[src/rtl/a2u_pkg.sv]
// Shared types and constants for the ASCII-to-unsigned parser.
package a2u_pkg;

  localparam int unsigned VALUE_WIDTH = 32;
  localparam int unsigned OUT_W       = 32;
  localparam int unsigned RADIX_W     = 6;
  localparam int unsigned CHR_W       = 8;
  localparam int unsigned POS_W       = 16;
  localparam int unsigned DIGIT_W     = 7;
  localparam int unsigned PROD_W      = VALUE_WIDTH + RADIX_W;

  localparam logic [CHR_W-1:0] CH_SPACE = 8'h20;
  localparam logic [CHR_W-1:0] CH_MINUS = 8'h2D;
  localparam logic [CHR_W-1:0] CH_PLUS  = 8'h2B;
  localparam logic [CHR_W-1:0] CH_ZERO  = 8'h30;
  localparam logic [CHR_W-1:0] CH_X_LO  = 8'h78;
  localparam logic [CHR_W-1:0] CH_X_UP  = 8'h58;

  localparam logic [RADIX_W-1:0] RADIX_AUTO = 6'd0;
  localparam logic [RADIX_W-1:0] RADIX_OCT  = 6'd8;
  localparam logic [RADIX_W-1:0] RADIX_DEC  = 6'd10;
  localparam logic [RADIX_W-1:0] RADIX_HEX  = 6'd16;

  localparam logic [DIGIT_W-1:0] DIGIT_NONE = 7'd64;

  typedef enum logic [5:0] {
    PH_IDLE   = 6'b000001,
    PH_SPACE  = 6'b000010,
    PH_SIGNED = 6'b000100,
    PH_ZERO   = 6'b001000,
    PH_HEX    = 6'b010000,
    PH_DIGITS = 6'b100000
  } phase_e;

  typedef enum logic [1:0] {
    DS_NONE = 2'd0,
    DS_SOME = 2'd1,
    DS_OVER = 2'd2
  } dstat_e;

  typedef struct packed {
    logic               start_req;
    logic [RADIX_W-1:0] radix;
    logic [CHR_W-1:0]   chr;
  } in_t;

  typedef struct packed {
    logic [OUT_W-1:0] value;
    logic             overflowed;
    logic             any_digits;
    logic [POS_W-1:0] end_offset;
  } out_t;

  typedef struct packed {
    phase_e                 phase;
    logic                   negative;
    logic [VALUE_WIDTH-1:0] accumulator;
    dstat_e                 digit_status;
    logic [RADIX_W-1:0]     active_base;
    logic [POS_W-1:0]       position;
  } state_t;

endpackage

[src/rtl/a2u_step.sv]
// Next-state and result logic for one character of the parser.
module a2u_step (
  input  a2u_pkg::state_t state_i,
  input  a2u_pkg::in_t    req_i,
  output a2u_pkg::state_t state_o,
  output logic            emit_o,
  output a2u_pkg::out_t   res_o
);

  function automatic logic [a2u_pkg::DIGIT_W-1:0] digit_of(input logic [a2u_pkg::CHR_W-1:0] c);
    logic [a2u_pkg::DIGIT_W-1:0] d;
    d = a2u_pkg::DIGIT_NONE;
    if (c >= 8'h30 && c <= 8'h39) begin
      d = a2u_pkg::DIGIT_W'(c - 8'h30);
    end else if (c >= 8'h61 && c <= 8'h7A) begin
      d = a2u_pkg::DIGIT_W'(c - 8'h61 + 8'd10);
    end else if (c >= 8'h41 && c <= 8'h5A) begin
      d = a2u_pkg::DIGIT_W'(c - 8'h41 + 8'd10);
    end
    return d;
  endfunction

  a2u_pkg::state_t               st;
  logic                          go;
  logic                          num_first;
  logic                          do_take;
  logic [a2u_pkg::DIGIT_W-1:0]   dig;
  logic [a2u_pkg::PROD_W-1:0]    prod;
  logic [a2u_pkg::VALUE_WIDTH-1:0] v;
  logic [a2u_pkg::CHR_W-1:0]     c;

  always_comb begin
    st        = state_i;
    go        = 1'b1;
    num_first = 1'b0;
    do_take   = 1'b0;
    emit_o    = 1'b0;
    v         = '0;
    c         = req_i.chr;
    dig       = digit_of(c);
    prod      = '0;

    if (req_i.start_req) begin
      st.phase        = a2u_pkg::PH_SPACE;
      st.negative     = 1'b0;
      st.accumulator  = '0;
      st.digit_status = a2u_pkg::DS_NONE;
      st.active_base  = req_i.radix;
      st.position     = '0;
    end else if (st.phase == a2u_pkg::PH_IDLE) begin
      go = 1'b0;
    end else if (st.position != '1) begin
      st.position = st.position + 1'b1;
    end

    if (go) begin
      unique case (st.phase)
        a2u_pkg::PH_SPACE: begin
          if (c == a2u_pkg::CH_SPACE) begin
            st.phase = a2u_pkg::PH_SPACE;
          end else if (c == a2u_pkg::CH_MINUS || c == a2u_pkg::CH_PLUS) begin
            st.negative = (c == a2u_pkg::CH_MINUS);
            st.phase    = a2u_pkg::PH_SIGNED;
          end else begin
            num_first = 1'b1;
          end
        end
        a2u_pkg::PH_SIGNED: num_first = 1'b1;
        a2u_pkg::PH_ZERO: begin
          if (c == a2u_pkg::CH_X_LO || c == a2u_pkg::CH_X_UP) begin
            st.active_base = a2u_pkg::RADIX_HEX;
            st.phase       = a2u_pkg::PH_HEX;
          end else begin
            if (st.active_base == a2u_pkg::RADIX_AUTO) st.active_base = a2u_pkg::RADIX_OCT;
            // leading zero counts as a digit of value zero
            st.digit_status = a2u_pkg::DS_SOME;
            do_take         = 1'b1;
          end
        end
        a2u_pkg::PH_HEX, a2u_pkg::PH_DIGITS: do_take = 1'b1;
        default: st.phase = a2u_pkg::PH_IDLE;
      endcase
    end

    if (num_first) begin
      if ((st.active_base == a2u_pkg::RADIX_AUTO || st.active_base == a2u_pkg::RADIX_HEX)
          && c == a2u_pkg::CH_ZERO) begin
        st.phase = a2u_pkg::PH_ZERO;
      end else begin
        if (st.active_base == a2u_pkg::RADIX_AUTO) st.active_base = a2u_pkg::RADIX_DEC;
        do_take = 1'b1;
      end
    end

    if (do_take) begin
      if (dig >= {1'b0, st.active_base}) begin
        emit_o   = 1'b1;
        st.phase = a2u_pkg::PH_IDLE;
      end else begin
        st.phase = a2u_pkg::PH_DIGITS;
        if (st.digit_status != a2u_pkg::DS_OVER) begin
          prod = a2u_pkg::PROD_W'(st.accumulator) * a2u_pkg::PROD_W'(st.active_base)
                 + a2u_pkg::PROD_W'(dig);
          if (prod[a2u_pkg::PROD_W-1:a2u_pkg::VALUE_WIDTH] != '0) begin
            st.digit_status = a2u_pkg::DS_OVER;
          end else begin
            st.accumulator  = prod[a2u_pkg::VALUE_WIDTH-1:0];
            st.digit_status = a2u_pkg::DS_SOME;
          end
        end
      end
    end

    if (st.digit_status == a2u_pkg::DS_OVER) begin
      v = '1;
    end else if (st.negative) begin
      v = '0 - st.accumulator;
    end else begin
      v = st.accumulator;
    end

    res_o.value      = a2u_pkg::OUT_W'(v);
    res_o.overflowed = (st.digit_status == a2u_pkg::DS_OVER);
    res_o.any_digits = (st.digit_status != a2u_pkg::DS_NONE);
    res_o.end_offset = (st.digit_status != a2u_pkg::DS_NONE) ? st.position : '0;

    state_o = st;
  end

endmodule

[src/rtl/a2u_outbuf.sv]
// Two-entry result buffer between the parser and the output channel.
module a2u_outbuf (
  input  logic          clk_i,
  input  logic          rst_ni,
  input  logic          push_i,
  input  a2u_pkg::out_t data_i,
  output logic          full_o,
  output logic          out_valid_o,
  input  logic          out_stall_i,
  output a2u_pkg::out_t out_res_o
);

  logic [1:0]    cnt_q, cnt_d;
  a2u_pkg::out_t e0_q, e0_d;
  a2u_pkg::out_t e1_q, e1_d;
  logic          pop;

  assign pop         = (cnt_q != 2'd0) && !out_stall_i;
  assign full_o      = (cnt_q == 2'd2);
  assign out_valid_o = (cnt_q != 2'd0);
  assign out_res_o   = e0_q;

  always_comb begin
    e0_d  = e0_q;
    e1_d  = e1_q;
    cnt_d = cnt_q + {1'b0, push_i} - {1'b0, pop};
    if (pop) begin
      if (cnt_q == 2'd2) begin
        e0_d = e1_q;
        if (push_i) e1_d = data_i;
      end else if (push_i) begin
        e0_d = data_i;
      end
    end else if (push_i) begin
      if (cnt_q == 2'd0) e0_d = data_i;
      else e1_d = data_i;
    end
  end

  always_ff @(posedge clk_i or negedge rst_ni) begin
    if (!rst_ni) begin
      cnt_q <= 2'd0;
    end else begin
      cnt_q <= cnt_d;
    end
  end

  always_ff @(posedge clk_i) begin
    e0_q <= e0_d;
    e1_q <= e1_d;
  end

endmodule

[src/rtl/ascii_to_unsigned_parser_top.sv]
// Top level of the streaming ASCII-to-unsigned parser.
//
//   channel  direction  payload   handshake
//   in       input      in_t      in_valid_i / in_stall_o
//   out      output     out_t     out_valid_o / out_stall_i
//
// One character per cycle when not stalled; a result is registered in the
// result buffer, formed from parse state and a single 32x6 multiply-add.
// Reset clears the parse state and empties the two-entry result buffer.
// in_stall_o rises only while both result entries wait to be taken.
module ascii_to_unsigned_parser_top (
  input  logic          clk_i,
  input  logic          rst_ni,
  input  logic          in_valid_i,
  output logic          in_stall_o,
  input  a2u_pkg::in_t  in_req_i,
  output logic          out_valid_o,
  input  logic          out_stall_i,
  output a2u_pkg::out_t out_res_o
);

  a2u_pkg::state_t state_q, state_d;
  a2u_pkg::out_t   res;
  logic            emit;
  logic            accept;
  logic            full;

  assign in_stall_o = full;
  assign accept     = in_valid_i && !full;

  a2u_step u_step (
    .state_i (state_q),
    .req_i   (in_req_i),
    .state_o (state_d),
    .emit_o  (emit),
    .res_o   (res)
  );

  a2u_outbuf u_outbuf (
    .clk_i       (clk_i),
    .rst_ni      (rst_ni),
    .push_i      (accept && emit),
    .data_i      (res),
    .full_o      (full),
    .out_valid_o (out_valid_o),
    .out_stall_i (out_stall_i),
    .out_res_o   (out_res_o)
  );

  always_ff @(posedge clk_i or negedge rst_ni) begin
    if (!rst_ni) begin
      state_q.phase        <= a2u_pkg::PH_IDLE;
      state_q.negative     <= 1'b0;
      state_q.accumulator  <= '0;
      state_q.digit_status <= a2u_pkg::DS_NONE;
      state_q.active_base  <= '0;
      state_q.position     <= '0;
    end else if (accept) begin
      state_q <= state_d;
    end
  end

endmodule
[config.mk]
export PLATFORM = sky130hd
export DESIGN_NAME = ascii_to_unsigned_parser_top
export DESIGN_NICKNAME = d
export VERILOG_FILES = /design/src/rtl/a2u_pkg.sv /design/src/rtl/a2u_step.sv /design/src/rtl/a2u_outbuf.sv /design/src/rtl/ascii_to_unsigned_parser_top.sv
export SDC_FILE = /design/constraint.sdc
export NUM_CORES = 1
export LEC_CHECK = 0
export BUFFER_PORTS_ARGS = -buffer_cell sky130_fd_sc_hd__buf_4
export CORE_UTILIZATION = 58
export DETAILED_ROUTE_END_ITERATION = 6
export GPL_ROUTABILITY_DRIVEN = 0
export PLACE_DENSITY = 0.82
export SLEW_MARGIN = 5
export SYNTH_ARGS = -nofsm -noshare
export SYNTH_HDL_FRONTEND = slang
export SYNTH_SLANG_ARGS = --single-unit
[constraint.sdc]
create_clock -name clk_i -period 8.8 [get_ports clk_i]
set_input_delay 0.44 -clock clk_i [delete_from_list [all_inputs] [get_ports clk_i]]
set_output_delay 0.44 -clock clk_i [all_outputs]
set_load 0.01 [all_outputs]
# Word-level counts from Yosys, hierarchy flattened
# Cells that the tools add are included.
dict set report totals {
  register_bits 165
  latch_bits 0
  mem_bits_ro 0
  ramBits 0
  mem_count 0
  output_inout_bits 52
  word_cells 133
  in_bits 19
}
dict set report op_classes {
  add_sub_neg 10
  n_div 0
  shift 0
  n_reduce_logical 25
  n_eq_ne 19
  n_mux 56
  bitwise 0
  n_mul 1
  n_lt_le_gt_ge 7
}
# cell n
set op_table {}
lappend op_table {{50-bit two-way mux} 9}
lappend op_table {{34-bit two-way mux} 3}
lappend op_table {{32-bit two-way mux} 3}
lappend op_table {{6-bit two-way mux} 11}
lappend op_table {{16-bit two-way mux} 4}
lappend op_table {{47-bit two-way mux} 1}
lappend op_table {{38-bit by 7-bit adder with 38-bit output} 1}
lappend op_table {{32-bit by 6-bit multiplier with 38-bit output} 1}
lappend op_table {{7-bit two-way mux} 5}
lappend op_table {{8-bit by 6-bit == test with 1-bit output, second input constant} 4}
lappend op_table {{1-bit by 32-bit subtractor with 32-bit output, first input constant} 1}
lappend op_table {{6-bit case mux with 3 select lines} 1}
lappend op_table {{16-bit by 1-bit adder with 16-bit output, second input constant} 1}
lappend op_table {{8-bit by 7-bit == test with 1-bit output, second input constant} 2}
lappend op_table {{8-bit by 7-bit >= comparator with 1-bit output, second input constant} 2}
lappend op_table {{8-bit by 7-bit less-or-equal comparator with 1-bit output, second input constant} 2}
lappend op_table {{8-bit two-way mux} 2}
lappend op_table {{16-bit inequality test, second input constant} 1}
lappend op_table {{7-bit by 4-bit adder with 7-bit output, second input constant} 2}
lappend op_table {{7-bit subtractor, second input constant} 2}
lappend op_table {{1-bit two-way mux} 13}
lappend op_table {{6-bit by 5-bit == test with 1-bit output, second input constant} 2}
lappend op_table {{6-bit logical NOT} 2}
lappend op_table {{2-bit nonzero test} 5}
lappend op_table {{24 further kinds} 38}

# Depth between registers and ports, before layout
dict set report depth {
  depth_word 24
  depth_mapped 44
  mapped_depth_nobuf 39
}

# Cells and area by module
# A second synthesis with hierarchy kept.
dict set report hier_totals {
  cells_unflattened 1754
  hier_area_um2 17117.7
}
# module seq_area_each_um2 instances cells_each area_per_inst_um2
set by_module_without_submodules {}
lappend by_module_without_submodules {a2u_step 0.0 1 1449 10460.0}
lappend by_module_without_submodules {a2u_outbuf 3052.9 1 170 3988.8}
lappend by_module_without_submodules {ascii_to_unsigned_parser_top 1577.8 1 135 2668.8}

# Least setup slack after synthesis
# No wires, ideal clock.
dict set report synth_timing {
  path_kind {input -> register}
  start {in in_req_i[14] (netlist bit)}
  end {reg u_outbuf.e0_q, in the netlist u_outbuf.out_res_o[34], data pin}
  arrival_ns 9.453
  slack_ns -0.910
  t_required_ns 8.544
  cell_stages 39
  setup_time_ns 0.256
  n_path_buf 10
  cell_sequence {clkbuf_1 > clkbuf_1 > inv_1 > clkbuf_1 > clkbuf_1 > buf_1 > clkbuf_1 > buf_1 > nand4_1 > fa_1 > fa_1 > inv_1 > fa_1 > inv_1 > fa_1 > inv_1 > ha_1 > a21o_1 > [... 3 more ...] > and4_1 > nor3_2 > or4_4 > nor2_4 > buf_6 > buf_4 > nor2_1 > a21oi_2 > ha_1 > nand2_1 > nor3_1 > a21boi_0 > and3_1 > clkbuf_1 > nand3_1 > o211ai_1 > mux2_2 > a22o_1}
}
# item line
set synth_lines {}
lappend synth_lines {{from (decl)} ascii_to_unsigned_parser_top.sv:16} ;# input a2u_pkg::in_t in_req_i,
lappend synth_lines {{to (signal assigned)} a2u_outbuf.sv:49} ;# e0_q <= e0_d;
lappend synth_lines {{to (decl)} a2u_outbuf.sv:14} ;# a2u_pkg::out_t e0_q, e0_d;

==> impl_metrics.env <==
export IMPL_status="finished with violations"
export IMPL_violations="design-rule violations"
export IMPL_finish_instance_area_mm2=0.0187
export IMPL_worst_setup_path_start_kind="flop"
export IMPL_avgSynthCellArea_um2=8.89
export IMPL_ios=71
export IMPL_cap_violations=0
export IMPL_synth_cell_types=89
export IMPL_drt_iter0_drc=1909
export IMPL_finalSetupViolations=0
export IMPL_async_reset_ff_share_pct=39.4
export IMPL_clk_latency_ns=0.44
export IMPL_placed_cells=2286
export IMPL_synthCells=1839
export IMPL_row_count=61
export IMPL_p_leak_uw=0.00852
export IMPL_num_vias=15000
export IMPL_die_width_um=170
export IMPL_dp_hpwl_mm=35.1
export IMPL_slew_headroom_pct=13.0
export IMPL_placedInstanceArea_mm2=0.0178
export IMPL_path_class="reg -> reg"
export IMPL_synth_area_mm2=0.0163
export IMPL_critPathMaxFanout=7
export IMPL_cp_slowest_cell="or4_4"
export IMPL_drc=1
export IMPL_synth_edf_count=100
export IMPL_critPathArrivalTime_ns=8.70
export IMPL_required_ns=8.97
export IMPL_worst_slew_pin_transition_ns=1.30
export IMPL_cts_buffer_depth=2
export IMPL_viasPerCell=6.48
export IMPL_synth_ff_type="edfxtp_1"
export IMPL_finalHoldViolations=0
export IMPL_ys_seq_elements=165
export IMPL_grt_max_degree=87
export IMPL_seq_area_frac_synth_pct=28.3
export IMPL_cpPeakStageDelay_ns=0.60
export IMPL_stdcell_count=2323
export IMPL_period_needed_ns=8.53
export IMPL_core_mm2=0.0278
export IMPL_fmax_mhz=117
export IMPL_area_growth_pct=14.2
export IMPL_cts_root_buf="clkbuf_16"
export IMPL_wl_per_cell_um=20.3
export IMPL_r2r_cells=37
export IMPL_peakVddDrop_mv=0.137
export IMPL_die_height_um=170
export IMPL_numClockSinks=165
export IMPL_hold_path_class="in -> async"
export IMPL_finalMaxSlewViolations=0
export IMPL_grt_pass1_vias=14500
export IMPL_period_share_pct=97.0
export IMPL_drive_above_1_share_pct=16.9
export IMPL_start_util_pct=58.8
export IMPL_portBuffers=70
export IMPL_cts_tree="built"
export IMPL_layout_setup_ws_ns=0.267
export IMPL_pre_cts_slack_ns=-0.0263
export IMPL_fin_worst_skew_ns=0.0204
export IMPL_track_usage_pct=33.3
export IMPL_cp_end_kind="flop"
export IMPL_n_fill_cell=2086
export IMPL_die_area_mm2=0.0289
export IMPL_overflow=0
export IMPL_hold_slack_ns=0.111
export IMPL_cts_hold_buf=0
export IMPL_clk_pin_slew_ns=0.08
export IMPL_syn_nets=2082
export IMPL_antenna_found_initial=1
export IMPL_grt_pass1_wl_mm=75.5
export IMPL_drt_wl_total_mm=47.1
export IMPL_fin_nets=2175
export IMPL_numCtsBuffers=17
export IMPL_htreeDepth=4
export IMPL_powerDensity_mw_per_mm2=157
export IMPL_num_antenna_cells=0
export IMPL_final_util_pct=67.2
export IMPL_ant_nets=0
export IMPL_drtPass1Iterations=7
export IMPL_yosysWarnings=0
-- placed cells by master (no fill, tap or decap), drive strengths merged, types with 6 or more instances in the layout --
cell,count
a211oi,22
a21boi,7
a21o,11
a21oi,130
a22o,19
a22oi,8
a31oi,20
and2,8
and3,14
and4,10
buf,177
clkbuf,17
clkinv,8
dfrtp,64
edfxtp,100
fa,125
ha,99
inv,85
mux2,26
mux2i,17
nand2,216
nand2b,20
nand3,38
nand4,23
nor2,297
nor2b,13
nor3,38
nor4,19
nor4b,7
o211ai,16
o21a,6
o21ai,89
o22ai,6
o31ai,22
or2,12
xnor2,48
xor2,31
-- cell families (layout without fill, tap and decap cells) --
logic type,count (synthesis),in the layout,share of synthesized area [%]
buffers and inverters,182,288,4.46
XOR/XNOR,79,79,4.23
flip-flops,165,165,28.3
adder cells (fa/ha/maj),224,224,22.9
AND/OR/NAND/NOR,737,737,21.0
multiplexers,43,43,2.83
AO/OA/AOI/OAI,409,409,16.3
-- what timing repair did --
action / CTS / global route
endpoints found under the setup margin: 3 / 26
gates resized for setup: 1 / 50
buffers inserted: 0 / 5
pin swaps: 0 / 17
-- area by class of cell --
type / count / area [µm²] / share of cell area (%)
Clock buffer: 17 / 425 / 2.28
Clock inverter: 15 / 183 / 0.979
Inverter: 79 / 297 / 1.59
Multi-Input combinational cell: 1492 / 11300 / 60.4
Sequential cell: 165 / 4630 / 24.8
Tap cell: 378 / 473 / 2.53
Timing Repair Buffer: 177 / 1380 / 7.38
-- path summary, 6_finish.rpt --
kind                                          from                          endpoint  slack, ns
setup / recovery           state_q[59]$_DFFE_PN0P_  u_outbuf.out_res_o[42]$_DFFE_PP_       0.27
max in group asynchronous                   rst_ni           state_q[62]$_DFFE_PN0P_       8.04
setup reg to reg           state_q[59]$_DFFE_PN0P_  u_outbuf.out_res_o[42]$_DFFE_PP_       0.27
min in group clk_i                     in_req_i[7]           state_q[60]$_DFFE_PN0P_       0.45
hold / removal                              rst_ni           state_q[19]$_DFFE_PN0P_       0.11
hold reg to reg            state_q[19]$_DFFE_PN0P_           state_q[19]$_DFFE_PN0P_       0.48
-- through the flow --
stage | setup TNS, ns | total power (µW)
2_1_floorplan | 0 | 1760
3_3_place_gp | 0 | 2110
3_5_place_dp | -0.0469 | 2140
4_1_cts | 0 | 2880
5_1_grt | -0.179 | 3060
6_report | 0 | 2920
-- flip-flops by register name, summed over array words and instances (netlist names) --
| signal | cells |
|---|---|
| state_q | 63 |
| u_outbuf.out_res_o | 50 |
| u_outbuf.cnt_q | 2 |
| u_outbuf.e1_q | 50 |
-- routing by layer --
layer / track usage [%] / wire length, µm
met3: 9.98 / 5770
met5: 0 / 12
met1: 43.5 / 17800
met2: 52.8 / 21500
met4: 11.4 / 1980
-- critical path, delay by kind of cell, from the launching register on --
family          cells  cell delay (ns)
simple gates       18             3.33
fa+ha+maj           6             2.65
compound gates      8             1.17
flops               1             0.46
buf+inv             4             0.35
mux                 1             0.30
-- Yosys cell counts (7+ instances only) --
cell | n | area [µm²]
a21oi_1 | 127 | 636
mux2i_1 | 17 | 170
xnor2_1 | 48 | 420
xor2_1 | 31 | 272
dfrtp_1 | 64 | 1600
a211oi_1 | 19 | 143
and2_1 | 8 | 50.1
a22oi_1 | 8 | 60.1
mux2_2 | 26 | 293
and3_1 | 13 | 81.3
o31ai_1 | 22 | 165
a31oi_1 | 20 | 125
nand2b_1 | 20 | 125
nand4_1 | 23 | 144
or2_2 | 11 | 68.8
nor2_1 | 296 | 1110
ha_1 | 99 | 1240
inv_1 | 79 | 297
a21o_1 | 11 | 82.6
edfxtp_1 | 100 | 3000
a22o_1 | 19 | 166
buf_2 | 15 | 75.1
nor4_1 | 16 | 100
nor2b_1 | 13 | 81.3
nand2_1 | 214 | 803
nor3_1 | 35 | 175
o211ai_1 | 15 | 113
clkbuf_1 | 77 | 289
fa_1 | 125 | 2500
and4_1 | 10 | 87.6
o21ai_0 | 81 | 405
nand3_1 | 38 | 190
a21boi_0 | 7 | 52.6
-- report_power, final --
part	switching (µW)	leakage (µW)	total (µW)	internal (µW)
clock network	356	0.000291	741	385
logic	666	0.00640	1070	399
registers	85.0	0.00183	1120	1030
total	1110	0.00852	2920	1820
(Power assumes the default switching activity.)
